<file path="src/rtl/hcm_pkg.sv">
package hcm_pkg;

	localparam int PosW   = 13;
	localparam int ZW     = 16;
	localparam int QuadW  = 12;
	localparam int QDepth = 4;
	localparam int QCntW  = $clog2(QDepth + 1);

	typedef logic [PosW-1:0]  pos_t;
	typedef logic [ZW-1:0]    zval_t;
	typedef logic [QuadW-1:0] quad_t;

	// register indexes of the configuration port
	typedef enum logic [1:0] {
		REG_DETAIL_LEVEL = 2'd0,
		REG_CELL_COL     = 2'd1,
		REG_CELL_ROW     = 2'd2,
		REG_UNUSED       = 2'd3
	} reg_idx_t;

	// face of the column being emitted
	typedef enum logic [2:0] {
		FACE_TOP,
		FACE_WEST,
		FACE_EAST,
		FACE_SOUTH,
		FACE_NORTH
	} face_t;

	// shade of a face colour
	typedef enum logic [1:0] {
		SHADE_TOP,
		SHADE_VERT,
		SHADE_HORIZ
	} shade_t;

	typedef struct packed {
		logic [7:0] r;
		logic [7:0] g;
		logic [7:0] b;
	} rgb_t;

	// one column, classified and ready for vertex emission
	typedef struct packed {
		pos_t       x0;
		pos_t       x1;
		pos_t       y0;
		pos_t       y1;
		zval_t      top;
		zval_t      west_foot;
		zval_t      south_foot;
		logic       xlast;
		logic       ylast;
		logic [1:0] level;
		quad_t      quad_base;
	} col_desc_t;

	// level colours; vertical walls at 0.8, horizontal walls at 0.7, truncated
	function automatic rgb_t level_colour(input logic [1:0] level, input shade_t shade);
		rgb_t c;
		c = '{r: 8'd40, g: 8'd130, b: 8'd40};
		unique case (level)
			2'd0: begin
				unique case (shade)
					SHADE_VERT:  c = '{r: 8'd32, g: 8'd104, b: 8'd32};
					SHADE_HORIZ: c = '{r: 8'd28, g: 8'd91,  b: 8'd28};
					default:     c = '{r: 8'd40, g: 8'd130, b: 8'd40};
				endcase
			end
			2'd1: begin
				unique case (shade)
					SHADE_VERT:  c = '{r: 8'd104, g: 8'd80,  b: 8'd32};
					SHADE_HORIZ: c = '{r: 8'd91,  g: 8'd70,  b: 8'd28};
					default:     c = '{r: 8'd130, g: 8'd100, b: 8'd40};
				endcase
			end
			2'd2: begin
				unique case (shade)
					SHADE_VERT:  c = '{r: 8'd104, g: 8'd80,  b: 8'd144};
					SHADE_HORIZ: c = '{r: 8'd91,  g: 8'd70,  b: 8'd126};
					default:     c = '{r: 8'd130, g: 8'd100, b: 8'd180};
				endcase
			end
			default: begin
				unique case (shade)
					SHADE_VERT:  c = '{r: 8'd32, g: 8'd120, b: 8'd80};
					SHADE_HORIZ: c = '{r: 8'd28, g: 8'd105, b: 8'd70};
					default:     c = '{r: 8'd40, g: 8'd150, b: 8'd100};
				endcase
			end
		endcase
		return c;
	endfunction

endpackage

</file>
<file path="src/rtl/hcm_ram.sv">
module hcm_ram #(
	parameter int WIDTH = 16,
	parameter int DEPTH = 32,
	parameter int AW    = $clog2(DEPTH)
) (
	input  logic             clk,
	input  logic             we,
	input  logic [AW-1:0]    waddr,
	input  logic [WIDTH-1:0] wdata,
	input  logic             re,
	input  logic [AW-1:0]    raddr,
	output logic [WIDTH-1:0] rdata
);

	logic [WIDTH-1:0] mem [DEPTH];

	// write port
	always_ff @(posedge clk) begin
		if (we) begin
			mem[waddr] <= wdata;
		end
	end

	// registered read port
	always_ff @(posedge clk) begin
		if (re) begin
			rdata <= mem[raddr];
		end
	end

endmodule

</file>
<file path="src/rtl/hcm_fifo.sv">
module hcm_fifo (
	input  logic                     clk,
	input  logic                     arst_n,
	input  logic                     push,
	input  hcm_pkg::col_desc_t       wdata,
	input  logic                     pop,
	output hcm_pkg::col_desc_t       head,
	output logic                     head_valid,
	output logic [hcm_pkg::QCntW-1:0] count
);
	import hcm_pkg::*;

	localparam int PW = $clog2(QDepth);

	col_desc_t          entry_q [QDepth];
	logic [PW-1:0]      wr_ptr_q;
	logic [PW-1:0]      rd_ptr_q;
	logic [QCntW-1:0]   count_q;

	assign head       = entry_q[rd_ptr_q];
	assign head_valid = (count_q != '0);
	assign count      = count_q;

	// store incoming descriptors
	always_ff @(posedge clk) begin
		if (push) begin
			entry_q[wr_ptr_q] <= wdata;
		end
	end

	// advance pointers and fill count
	always_ff @(posedge clk or negedge arst_n) begin
		if (!arst_n) begin
			wr_ptr_q <= '0;
			rd_ptr_q <= '0;
			count_q  <= '0;
		end else begin
			if (push) begin
				wr_ptr_q <= PW'(wr_ptr_q + 1'b1);
			end
			if (pop) begin
				rd_ptr_q <= PW'(rd_ptr_q + 1'b1);
			end
			if (push && !pop) begin
				count_q <= QCntW'(count_q + 1'b1);
			end else if (pop && !push) begin
				count_q <= QCntW'(count_q - 1'b1);
			end
		end
	end

endmodule

</file>
<file path="src/rtl/hcm_front.sv">
module hcm_front #(
	parameter int GRID_MAX  = 32,
	parameter int CELL_SPAN = 32
) (
	input  logic               clk,
	input  logic               arst_n,
	input  logic               accept,
	input  logic [15:0]        height,
	input  logic               cell_start,
	input  logic [1:0]         detail_level,
	input  logic [6:0]         cell_col,
	input  logic [6:0]         cell_row,
	output logic               desc_push,
	output hcm_pkg::col_desc_t desc
);
	import hcm_pkg::*;

	localparam int AW = $clog2(GRID_MAX);
	localparam int GW = $clog2(GRID_MAX + 1);

	logic [AW-1:0]  col_q;
	logic [AW-1:0]  row_q;
	zval_t          prev_height_q;
	quad_t          quad_q;

	logic [AW-1:0]  x;
	logic [AW-1:0]  y;
	quad_t          qbase;
	logic [GW-1:0]  grid;
	logic [GW-1:0]  grid_m1;
	logic           xlast;
	logic           ylast;
	quad_t          qnext;

	logic           valid_s1;
	logic [AW-1:0]  x_s1;
	logic [AW-1:0]  y_s1;
	zval_t          top_s1;
	zval_t          sfoot_s1;
	logic           xlast_s1;
	logic           ylast_s1;
	logic [1:0]     level_s1;
	quad_t          qbase_s1;
	logic           fwd_s1;
	zval_t          fwd_top_s1;

	zval_t          prev_row_rdata;
	pos_t           step;
	pos_t           x0;
	pos_t           y0;

	// classify the incoming column
	always_comb begin
		x       = cell_start ? '0 : col_q;
		y       = cell_start ? '0 : row_q;
		qbase   = cell_start ? '0 : quad_q;
		grid    = GW'(GRID_MAX) >> detail_level;
		if (grid == '0) begin
			grid = GW'(1);
		end
		grid_m1 = GW'(grid - 1'b1);
		xlast   = (GW'(x) >= grid_m1);
		ylast   = (GW'(y) >= grid_m1);
		qnext   = QuadW'(qbase + QuadW'(3) + QuadW'(xlast) + QuadW'(ylast));
	end

	// advance position counters, previous height and quad counter
	always_ff @(posedge clk or negedge arst_n) begin
		if (!arst_n) begin
			col_q         <= '0;
			row_q         <= '0;
			prev_height_q <= '0;
			quad_q        <= '0;
		end else if (accept) begin
			prev_height_q <= height;
			if (ylast) begin
				row_q <= '0;
				if (xlast) begin
					col_q  <= '0;
					quad_q <= '0;
				end else begin
					col_q  <= AW'(x + 1'b1);
					quad_q <= qnext;
				end
			end else begin
				row_q  <= AW'(y + 1'b1);
				col_q  <= x;
				quad_q <= qnext;
			end
		end
	end

	// hold the column while the previous row's height is read
	always_ff @(posedge clk or negedge arst_n) begin
		if (!arst_n) begin
			valid_s1 <= 1'b0;
		end else begin
			valid_s1 <= accept;
		end
	end

	// register the column and forward the height written to the entry read
	always_ff @(posedge clk) begin
		if (accept) begin
			x_s1       <= x;
			y_s1       <= y;
			top_s1     <= height;
			sfoot_s1   <= (y != '0) ? prev_height_q : '0;
			xlast_s1   <= xlast;
			ylast_s1   <= ylast;
			level_s1   <= detail_level;
			qbase_s1   <= qbase;
			fwd_s1     <= valid_s1 && (y_s1 == y);
			fwd_top_s1 <= top_s1;
		end
	end

	// line store of the previous x row
	hcm_ram #(
		.WIDTH (ZW),
		.DEPTH (GRID_MAX)
	) u_prev_row (
		.clk   (clk),
		.we    (valid_s1),
		.waddr (y_s1),
		.wdata (top_s1),
		.re    (accept),
		.raddr (y),
		.rdata (prev_row_rdata)
	);

	// build the descriptor for the back end
	always_comb begin
		step = PosW'(1) << level_s1;
		x0   = PosW'(cell_col * CELL_SPAN) + (PosW'(x_s1) << level_s1);
		y0   = PosW'(cell_row * CELL_SPAN) + (PosW'(y_s1) << level_s1);
		desc.x0         = x0;
		desc.x1         = PosW'(x0 + step);
		desc.y0         = y0;
		desc.y1         = PosW'(y0 + step);
		desc.top        = top_s1;
		desc.west_foot  = (x_s1 != '0) ? (fwd_s1 ? fwd_top_s1 : prev_row_rdata) : '0;
		desc.south_foot = sfoot_s1;
		desc.xlast      = xlast_s1;
		desc.ylast      = ylast_s1;
		desc.level      = level_s1;
		desc.quad_base  = qbase_s1;
	end

	assign desc_push = valid_s1;

endmodule

</file>
<file path="src/rtl/hcm_back.sv">
module hcm_back (
	input  logic               clk,
	input  logic               arst_n,
	input  hcm_pkg::col_desc_t head,
	input  logic               head_valid,
	output logic               head_pop,
	input  logic               pop,
	output logic               empty,
	output logic [12:0]        pos_x,
	output logic [12:0]        pos_y,
	output logic [15:0]        pos_z,
	output logic [7:0]         red,
	output logic [7:0]         green,
	output logic [7:0]         blue,
	output logic [7:0]         alpha,
	output logic [11:0]        quad_index,
	output logic               last,
	output logic               cell_done
);
	import hcm_pkg::*;

	typedef enum logic [1:0] {
		Z_TOP,
		Z_WEST,
		Z_SOUTH,
		Z_ZERO
	} zsel_t;

	face_t        face_q;
	face_t        face_next;
	logic [1:0]   corner_q;
	logic         out_valid_q;
	logic         advance;
	logic         item_end;

	logic         use_x1;
	logic         use_y1;
	zsel_t        zsel;
	shade_t       shade;
	logic [2:0]   qoff;
	rgb_t         colour;
	zval_t        z;

	assign advance  = head_valid && (!out_valid_q || pop);
	assign item_end = (corner_q == 2'd3) &&
		((face_q == FACE_NORTH) || ((face_q == FACE_SOUTH) && !head.ylast));
	assign head_pop = advance && item_end;
	assign empty    = !out_valid_q;

	// next face after the fourth corner
	always_comb begin
		face_next = face_q;
		if (corner_q == 2'd3) begin
			unique case (face_q)
				FACE_TOP:   face_next = FACE_WEST;
				FACE_WEST:  face_next = head.xlast ? FACE_EAST : FACE_SOUTH;
				FACE_EAST:  face_next = FACE_SOUTH;
				FACE_SOUTH: face_next = head.ylast ? FACE_NORTH : FACE_TOP;
				default:    face_next = FACE_TOP;
			endcase
		end
	end

	always_ff @(posedge clk or negedge arst_n) begin
		if (!arst_n) begin
			face_q   <= FACE_TOP;
			corner_q <= '0;
		end else if (advance) begin
			face_q   <= face_next;
			corner_q <= 2'(corner_q + 1'b1);
		end
	end

	// corner selection for the current face
	always_comb begin
		use_x1 = 1'b0;
		use_y1 = 1'b0;
		zsel   = Z_TOP;
		shade  = SHADE_TOP;
		qoff   = 3'd0;
		unique case (face_q)
			FACE_TOP: begin
				use_x1 = (corner_q == 2'd1) || (corner_q == 2'd2);
				use_y1 = corner_q[1];
				zsel   = Z_TOP;
				shade  = SHADE_TOP;
				qoff   = 3'd0;
			end
			FACE_WEST: begin
				use_x1 = 1'b0;
				use_y1 = (corner_q == 2'd1) || (corner_q == 2'd2);
				zsel   = corner_q[1] ? Z_WEST : Z_TOP;
				shade  = SHADE_VERT;
				qoff   = 3'd1;
			end
			FACE_EAST: begin
				use_x1 = 1'b1;
				use_y1 = (corner_q == 2'd1) || (corner_q == 2'd2);
				zsel   = corner_q[1] ? Z_TOP : Z_ZERO;
				shade  = SHADE_VERT;
				qoff   = 3'd2;
			end
			FACE_SOUTH: begin
				use_x1 = (corner_q == 2'd1) || (corner_q == 2'd2);
				use_y1 = 1'b0;
				zsel   = corner_q[1] ? Z_TOP : Z_SOUTH;
				shade  = SHADE_HORIZ;
				qoff   = 3'(2 + head.xlast);
			end
			default: begin
				use_x1 = (corner_q == 2'd1) || (corner_q == 2'd2);
				use_y1 = 1'b1;
				zsel   = corner_q[1] ? Z_ZERO : Z_TOP;
				shade  = SHADE_HORIZ;
				qoff   = 3'(3 + head.xlast);
			end
		endcase
		unique case (zsel)
			Z_TOP:   z = head.top;
			Z_WEST:  z = head.west_foot;
			Z_SOUTH: z = head.south_foot;
			default: z = '0;
		endcase
		colour = level_colour(head.level, shade);
	end

	// output register: hold the vertex until it is taken
	always_ff @(posedge clk or negedge arst_n) begin
		if (!arst_n) begin
			out_valid_q <= 1'b0;
		end else if (advance) begin
			out_valid_q <= 1'b1;
		end else if (pop) begin
			out_valid_q <= 1'b0;
		end
	end

	always_ff @(posedge clk) begin
		if (advance) begin
			pos_x      <= use_x1 ? head.x1 : head.x0;
			pos_y      <= use_y1 ? head.y1 : head.y0;
			pos_z      <= z;
			red        <= colour.r;
			green      <= colour.g;
			blue       <= colour.b;
			alpha      <= 8'd255;
			quad_index <= QuadW'(head.quad_base + QuadW'(qoff));
			last       <= item_end;
			cell_done  <= item_end && head.xlast && head.ylast;
		end
	end

endmodule

</file>
<file path="src/rtl/heightmap_column_mesher.sv">
// Heightmap column mesher.
// Input queue side: present height and cell_start with push; the item transfers
// on a rising edge where push is high and full is low. Columns arrive x-major,
// y inner; cell_start restarts the position and quad counters at zero.
// Result queue side: while empty is low the oldest vertex sits on pos_x .. cell_done;
// it transfers on an edge where pop is high. last marks the final vertex of a
// column, cell_done the final vertex of the cell.
// Configuration: cfg_we writes cfg_data into register cfg_index (0 detail level,
// 1 cell column, 2 cell row); write only while the block is idle.
// A column passes the read-stage registers, the descriptor queue and the output
// register before its first vertex appears. Throughput: one vertex per cycle while
// pop is high and a descriptor waits, set by the single-vertex output register. A
// four-entry descriptor queue between the classifier and the vertex generator lets
// new columns transfer while vertices are still being emitted or the receiver stalls;
// a stalled receiver holds the current vertex and the queue fills until full rises.
// Reset clears counters, queue and output valid; the previous-row line store is not
// cleared; in a one-level cell begun by cell_start it is written before it is read.
module heightmap_column_mesher #(
	parameter int GRID_MAX  = 32,
	parameter int CELL_SPAN = 32
) (
	input  logic        clk,
	input  logic        arst_n,
	input  logic        push,
	output logic        full,
	input  logic [15:0] height,
	input  logic        cell_start,
	output logic        empty,
	input  logic        pop,
	output logic [12:0] pos_x,
	output logic [12:0] pos_y,
	output logic [15:0] pos_z,
	output logic [7:0]  red,
	output logic [7:0]  green,
	output logic [7:0]  blue,
	output logic [7:0]  alpha,
	output logic [11:0] quad_index,
	output logic        last,
	output logic        cell_done,
	input  logic        cfg_we,
	input  logic [1:0]  cfg_index,
	input  logic [6:0]  cfg_data
);
	import hcm_pkg::*;

	logic [1:0]       detail_level_q;
	logic [6:0]       cell_col_q;
	logic [6:0]       cell_row_q;

	logic             accept;
	logic             desc_push;
	col_desc_t        desc;
	col_desc_t        head;
	logic             head_valid;
	logic             head_pop;
	logic [QCntW-1:0] q_count;

	// configuration registers
	always_ff @(posedge clk or negedge arst_n) begin
		if (!arst_n) begin
			detail_level_q <= '0;
			cell_col_q     <= '0;
			cell_row_q     <= '0;
		end else if (cfg_we) begin
			unique case (reg_idx_t'(cfg_index))
				REG_DETAIL_LEVEL: detail_level_q <= cfg_data[1:0];
				REG_CELL_COL:     cell_col_q     <= cfg_data;
				REG_CELL_ROW:     cell_row_q     <= cfg_data;
				default:          ;
			endcase
		end
	end

	// count the descriptor still in the read stage against the queue space
	assign full   = ((QCntW + 1)'(q_count) + (QCntW + 1)'(desc_push)) >= (QCntW + 1)'(QDepth);
	assign accept = push && !full;

	hcm_front #(
		.GRID_MAX  (GRID_MAX),
		.CELL_SPAN (CELL_SPAN)
	) u_front (
		.clk          (clk),
		.arst_n       (arst_n),
		.accept       (accept),
		.height       (height),
		.cell_start   (cell_start),
		.detail_level (detail_level_q),
		.cell_col     (cell_col_q),
		.cell_row     (cell_row_q),
		.desc_push    (desc_push),
		.desc         (desc)
	);

	hcm_fifo u_queue (
		.clk        (clk),
		.arst_n     (arst_n),
		.push       (desc_push),
		.wdata      (desc),
		.pop        (head_pop),
		.head       (head),
		.head_valid (head_valid),
		.count      (q_count)
	);

	hcm_back u_back (
		.clk        (clk),
		.arst_n     (arst_n),
		.head       (head),
		.head_valid (head_valid),
		.head_pop   (head_pop),
		.pop        (pop),
		.empty      (empty),
		.pos_x      (pos_x),
		.pos_y      (pos_y),
		.pos_z      (pos_z),
		.red        (red),
		.green      (green),
		.blue       (blue),
		.alpha      (alpha),
		.quad_index (quad_index),
		.last       (last),
		.cell_done  (cell_done)
	);

endmodule

</file>
<file path="config.mk">
export PLATFORM = sky130hd
export DESIGN_NAME = heightmap_column_mesher
export DESIGN_NICKNAME = d
export VERILOG_FILES = /design/src/rtl/hcm_pkg.sv /design/src/rtl/hcm_ram.sv /design/src/rtl/hcm_fifo.sv /design/src/rtl/hcm_front.sv /design/src/rtl/hcm_back.sv /design/src/rtl/heightmap_column_mesher.sv
export SDC_FILE = /design/constraint.sdc
export NUM_CORES = 1
export LEC_CHECK = 0
export BUFFER_PORTS_ARGS = -buffer_cell sky130_fd_sc_hd__buf_2
export CORE_UTILIZATION = 55
export DETAILED_ROUTE_END_ITERATION = 16
export PLACE_DENSITY = 0.72
export RECOVER_POWER = 50
export SLEW_MARGIN = 10
export SYNTH_ARGS = -nofsm -noshare
export SYNTH_HDL_FRONTEND = slang
export SYNTH_SLANG_ARGS = --single-unit
export TNS_END_PERCENT = 10
</file>
<file path="constraint.sdc">
create_clock -name clk -period 8 [get_ports clk]
set_clock_uncertainty 0.2 [all_clocks]
set_input_delay 1.2 -clock clk [delete_from_list [all_inputs] [get_ports clk]]
set_output_delay 1.2 -clock clk [all_outputs]
set_load 0.005 [all_outputs]
</file>
-- Word-level counts from Yosys, hierarchy flattened
Memories as Yosys holds them, arrays and structs flattened. A register that Yosys moved wholly into a read port is not among the register bits.
Cells that the tools add are included.
- register bits after elaboration: 223
- bits in writable memories: 976
- bits of input ports: 31
- output and inout bits: 90
- logic and storage cells: 147
- memories: 2
- $add $sub $neg: 19
- order comparisons: 3
- equal/unequal tests: 16
- shift-type cells: 4
- multiplexer cells: 37
- reduce and logical (&&, ||, !) cells: 33
- memory list (memory ; words ; width ; rd ports ; clocked after memory_dff ; wr ports ; RTL line ; source):
    u_front.u_prev_row.mem ; 32 ; 16 ; 1 ; 1 ; 1 ; hcm_ram.sv:15 ; logic [WIDTH-1:0] mem [DEPTH];
    u_queue.entry_q ; 4 ; 116 ; 1 ; 0 ; 1 ; hcm_fifo.sv:15 ; col_desc_t entry_q [QDepth];
- operator list (kind ; number):
    24-bit one-hot mux with 2 select lines ; 2
    22-bit one-hot mux with 2 select lines ; 2
    24-bit one-hot mux with 3 select lines ; 1
    16-bit one-hot mux with 3 select lines ; 1
    12-bit two-way mux ; 3
    16-bit two-way mux ; 2
    12-bit by 13-bit adder with 13-bit output ; 2
    13-bit adder ; 2
    13-bit two-way mux ; 2
    5-bit by 2-bit left shift with 13-bit output ; 2
    5-bit two-way mux ; 5
    12-bit by 1-bit adder with 12-bit output ; 2
    3-bit one-hot mux with 4 select lines ; 2
    1-bit by 2-bit left shift with 13-bit output, first input constant ; 1
    12-bit by 2-bit adder with 12-bit output, second input constant ; 1
    12-bit by 3-bit adder with 12-bit output ; 1
    2-bit == test, second input constant ; 6
    5-bit by 6-bit greater-or-equal comparator with 1-bit output ; 2
    5-bit by 1-bit adder with 5-bit output, second input constant ; 2
    2-bit by 1-bit == test with 1-bit output, second input constant ; 5
    1-bit logical AND ; 10
    5-bit nonzero test ; 2
    3-bit two-way mux ; 3
    2-bit one-hot mux with 4 select lines ; 1
    27 further kinds ; 50

-- Longest topological paths before layout
- depth in word-level cells: 9
- mapped depth: 20
- mapped depth without buffers: 17

-- Modules after synthesis
Synthesis repeated with hierarchy kept, for this count alone.
- cells, all modules: 2662
- area total of the unflattened synthesis: 48948.2 µm²
- by module, submodules not included (module ; instances ; cells each ; area an instance (µm²) ; sequential area each (µm²)):
    hcm_ram ; 1 ; 1143 ; 20696.1 ; 15855.2
    hcm_fifo ; 1 ; 639 ; 17078.9 ; 14108.5
    hcm_front ; 1 ; 522 ; 6212.2 ; 3228.1
    hcm_back ; 1 ; 320 ; 4280.4 ; 2492.4
    heightmap_column_mesher ; 1 ; 38 ; 680.7 ; 400.4

-- Least setup slack after synthesis
Ideal clock, no wire load.
- path type: input port to flip-flop
- start point: input pop
- end point: register u_queue.count_q[1], in the netlist u_queue.count[1]
- library setup time: 125 ps
- arrival time: 6975 ps
- data required time: 7675 ps
- path slack: 700 ps
- stages: 7
- buffers on the path: 0
- path through: inv_1 -> a21oi_1 -> nand3_1 -> ha_1 -> inv_1 -> fa_1 -> mux2_2
- longest elaborated chain between the ends: 6
- elaborated cells between the ends (all ways): 8
- classes of those cells: mux (1); reduce/logical (7)
- ends and longest elaborated chain (what ; RTL line ; source):
    start: declaration ; heightmap_column_mesher.sv:29 ; input logic pop,
    1-bit logical OR * ; hcm_back.sv:44 ; assign advance = head_valid && (!out_valid_q || pop);
    1-bit logical AND * ; hcm_back.sv:44 ;
    named net u_back.advance ; hcm_back.sv:33 ; logic advance;
    1-bit logical AND * ; hcm_back.sv:47 ; assign head_pop = advance && item_end;
    1-bit logical NOT ; hcm_fifo.sv:44 ; if (push && !pop) begin
    1-bit logical AND ; hcm_fifo.sv:44 ;
    3-bit two-way mux / 2-bit nonzero test (equally long branches) ; - ;
    end signal: assignment ; hcm_fifo.sv:45 ; count_q <= QCntW'(count_q + 1'b1);
    end signal: assignment ; hcm_fifo.sv:47 ; count_q <= QCntW'(count_q - 1'b1);
    end: declaration ; hcm_fifo.sv:18 ; logic [QCntW-1:0] count_q;
Mark *: on every way through the listed nets, which the timed path passes. The rest lies on a longest branch.
A chain may end at the register's enable or synchronous reset.

-- Final worst setup path
- start point: input cell_start
- end point: register u_front.quad_q[8]
- longest elaborated chain between the ends: 6
- elaborated cells between the ends (all ways): 10
- classes of those cells: add/sub (3); order compare (2); mux (5)
- ends and longest elaborated chain (what ; RTL line ; source):
    start: declaration ; heightmap_column_mesher.sv:27 ; input logic cell_start,
    12-bit two-way mux / 5-bit two-way mux (equally long branches) ; hcm_front.sv:56, hcm_front.sv:54 ;
    12-bit by 2-bit adder with 12-bit output / 5-bit by 6-bit greater-or-equal comparator with 1-bit output (equally long branches) ; hcm_front.sv:64, hcm_front.sv:62 ;
    12-bit by 1-bit adder with 12-bit output (2 in series) ; hcm_front.sv:64 ; qnext = QuadW'(qbase + QuadW'(3) + QuadW'(xlast) + QuadW'(ylast));
    12-bit two-way mux ; hcm_front.sv:78 ; if (xlast) begin
    12-bit two-way mux * ; hcm_front.sv:76 ; if (ylast) begin
    end signal: assignment ; hcm_front.sv:83 ; quad_q <= qnext;
    end signal: assignment ; hcm_front.sv:88 ; quad_q <= qnext;
    end: declaration ; hcm_front.sv:24 ; quad_t quad_q;
Every way passes the cells marked *; elsewhere a longest branch is shown, timed or not.

==> qor.yml <==
status:
  outcome: "complete, but fails checks"
  violations: "max-capacitance violations, max-slew violations"
run:
  max-cap-violations: 22
critical_path:
  crit_arrival_ns: 6.23
  worstPathRequired_ns: 8.39
  ff2ff_setup_slack_ns: 2.22
  cp_max_fo: 34
  critical_path.slowest_cell: "clkbuf_1"
  worst_path_largest_cell_delay_ns: 1.02
  crit_path_end_kind: "flip-flop"
  crit_cells: 18
  start_kind: "input pin"
  crit_chain: "clkbuf_1, nand2b_2, buf_4, inv_2, ha_1, nor3b_1, a311o_1, inv_2, ha_1, inv_1, ha_1, fa_1, a21o_1, nand2_1, nor2_1, nand3_1, a21oi_1, o21ai_1"
  worstSetupPathType: "in2reg"
  reg2reg_depth: 3
  cp.buffers_inverters: 5
  critical-path-top-delay-family: "buffers and inverters"
  crit_top_cell: "ha_1"
timing:
  setup_violations: 0
  clock.fmax_mhz: 171
  fin_crit_sh: 0.729
  rsz0062_at_grt: "false"
  tns_ns: 0
  drv_slew: 873
  worstMarginPinSlew_ns: 4.07
  finalHoldViolCount: 0
  finalWorstPathRequiredPeriod_ns: 5.83
  hold-worst-slack_ns: 0.266
  relSlewSlack: -1.72
synthesis:
  synth_top_cell_by_area: "edfxtp_1"
  synth.yosys.seq_area_share: 0.752
  synthTopCellsByArea: "edfxtp_1 72%, mux4_2 9.3%, dfrtp_1 3.5%"
  yosys.area_share.simple: 0.0376
  synth_top_family_by_area: "multiplexers"
  ys_types: 64
  avgSynthCellArea_um2: 19.1
  synth.top_cell.area_share: 0.717
  async_flop_share: 0.0561
  ys.flop_type: "edfxtp_1"
  synth-compound-area-share: 0.0352
  ys_ff_latch: 1213
  syn_inst: 2513
  yosys_warnings: 0
  synth_xor_area_frac: 0.00986
  synth_edf_count: 1145
  synth_area_um2: 48000
  synthAdderAreaFrac: 0.0131
  synth.area.mux_share: 0.135
clocking:
  cts_resized: 0
  cts_setup_buffers: 0
  numCtsBuffers: 115
  root_buffer: "clkbuf_16"
  insertion_delay_ns: 0.68
  cts_hold_buf: 0
  clockBufferDepth: 3
  cts_tree: "built"
  htreeDepth: 3
  cts.clk_slew.worst_paths_ns: 0.06
  clock_sinks: 1213
floorplan:
  ioPinCount: 121
  core-area_um2: 85800
  die_h_um: 297
  start_util: 0.559
  rows: 107
  die_w_um: 297
  die_area_um2: 88400
grt:
  grt_pass1_vias: 24345
  grt_use_total: 0.223
  antenna_found_initial: 4
  grt_overflow: 0
  grt_pass1_wl_mm: 148
  grt_max_degree: 68
finish:
  drive_above_1_share: 0.206
  final_common_cell: "edfxtp_1"
  synthToLayoutAreaGrowth_pct: 11.6
  nets: 2746
  final_cell_mix: "1,145 x edfxtp_1, 197 x mux4_2, 152 x mux2i_1"
detailed_routing:
  vias: 23869
  drt_iter0_drc: 2132
  wirelength_mm: 98.0
  first_pass_iters: 5
  avgViaCountPerCell: 6.10
  ant_nets: 0
  drc: 0
  wl_per_cell_um: 25.0
power:
  irDropWorstVdd_mv: 0.276
  finalPower_mw: 18.9
  power.leakage_nw: 17.9
  power_density_nw_per_um2: 353
worst_hold_path:
  hold_class: "reg2reg"
  hold_path_depth: 2
placement:
  io_buffers: 111
  dp.final_hpwl_mm: 54.9
  gp_congestion: 0.826
==> cells by family (layout without fill, tap and decap cells) <==
logic type,count (synthesis),after routing
AO/OA/AOI/OAI,242,242
XOR/XNOR,54,54
adder cells (fa/ha/maj),46,46
buffers and inverters,180,426
flip-flops,1213,1213
multiplexers,395,395
other,2,11
AND/OR/NAND/NOR,381,381
==> where the power goes <==
| part | switching (mW) | internal, mW | total (mW) |
|---|---|---|---|
| clock network | 2.28 | 3.14 | 5.42 |
| logic | 2.64 | 1.90 | 4.55 |
| registers | 0.483 | 8.47 | 8.95 |
==> flip-flops by register name (all words and copies together) (netlist names), 8 cells and up <==
register,flops
u_back.pos_y,13
u_front.u_prev_row.rdata,16
u_back.quad_index,12
u_front.top_s1,16
u_queue.entry_q,464
u_front.quad_q,12
u_front.u_prev_row.mem,512
u_front.qbase_s1,12
u_back.pos_x,13
u_back.pos_z,16
u_front.fwd_top_s1,16
u_back.green,8
u_front.prev_height_q,16
u_front.sfoot_s1,16
==> path summary, 6_finish.rpt <==
path / start / end
setup / recovery: cell_start / u_front.quad_q[8]
hold / removal: u_front.prev_height_q[12] / u_front.prev_height_q[12]
setup reg to reg: u_front.desc_push / u_queue.entry_q[3][97]
hold reg to reg: u_front.prev_height_q[12] / u_front.prev_height_q[12]
max in group asynchronous: arst_n / u_queue.rd_ptr_q[0]
min in group asynchronous: arst_n / u_front.prev_height_q[13]
==> stage by stage <==
step | util | setup slack [ns] | area [um^2] | cells
2_1_floorplan | - | 0.700 | 48000 | 2520
3_3_place_gp | 0.581 | 2.37 | 49900 | 3694
3_5_place_dp | 0.581 | 2.16 | 49900 | 3694
4_1_cts | 0.625 | 2.87 | 53600 | 3908
5_1_grt | 0.624 | 1.81 | 53500 | 3912
6_report | 0.624 | 2.17 | 53500 | 3912
==> cell type report <==
type	instances	area (um^2)
Clock buffer	145	3080
Tap cell	1144	1430
Antenna cell	2	5.00
Timing Repair Buffer	168	865
Fill cell	5770	32300
Multi-Input combinational cell	1127	11200
Clock inverter	69	708
Sequential cell	1213	36100
Inverter	44	170
==> synthesized netlist by cell type (3+ instances only) <==
| cell type | n |
|---|---|
| a22o_1 | 8 |
| a31oi_1 | 22 |
| a21oi_1 | 23 |
| inv_2 | 5 |
| o31ai_1 | 5 |
| o21ai_0 | 28 |
| dfrtp_1 | 68 |
| and3_1 | 7 |
| a221o_1 | 17 |
| o21ai_1 | 36 |
| a221oi_1 | 3 |
| buf_6 | 5 |
| nor2b_1 | 37 |
| nor3_1 | 11 |
| buf_4 | 12 |
| clkbuf_1 | 69 |
| or3b_2 | 3 |
| mux2_2 | 46 |
| edfxtp_1 | 1145 |
| xor2_1 | 21 |
| nand3b_1 | 7 |
| or2_2 | 4 |
| mux4_2 | 197 |
| buf_2 | 36 |
| ha_1 | 39 |
| buf_1 | 14 |
| fa_1 | 7 |
| o22ai_1 | 18 |
| o221ai_1 | 48 |
| nand2_1 | 118 |
| mux2i_1 | 152 |
| xnor2_1 | 33 |
| nand4_1 | 6 |
| nand3_1 | 26 |
| nor2_1 | 110 |
| inv_1 | 37 |
| nand2b_1 | 9 |
| o311ai_1 | 5 |
| and2_1 | 30 |
| a21o_1 | 13 |
| o21bai_1 | 3 |
==> routing by layer <==
layer,share of wire,GRT usage
met5,0,0
met1,0.41,0.303
met3,0.073,0.0385
met2,0.49,0.364
met4,0.032,0.0825
==> tightest hold or removal path, cell delays in order (launching register included) <==
cell and delay, ns:
dfrtp_1 0.33, nand2_1 0.05, nand2_1 0.05
(Power assumes the default switching activity.)
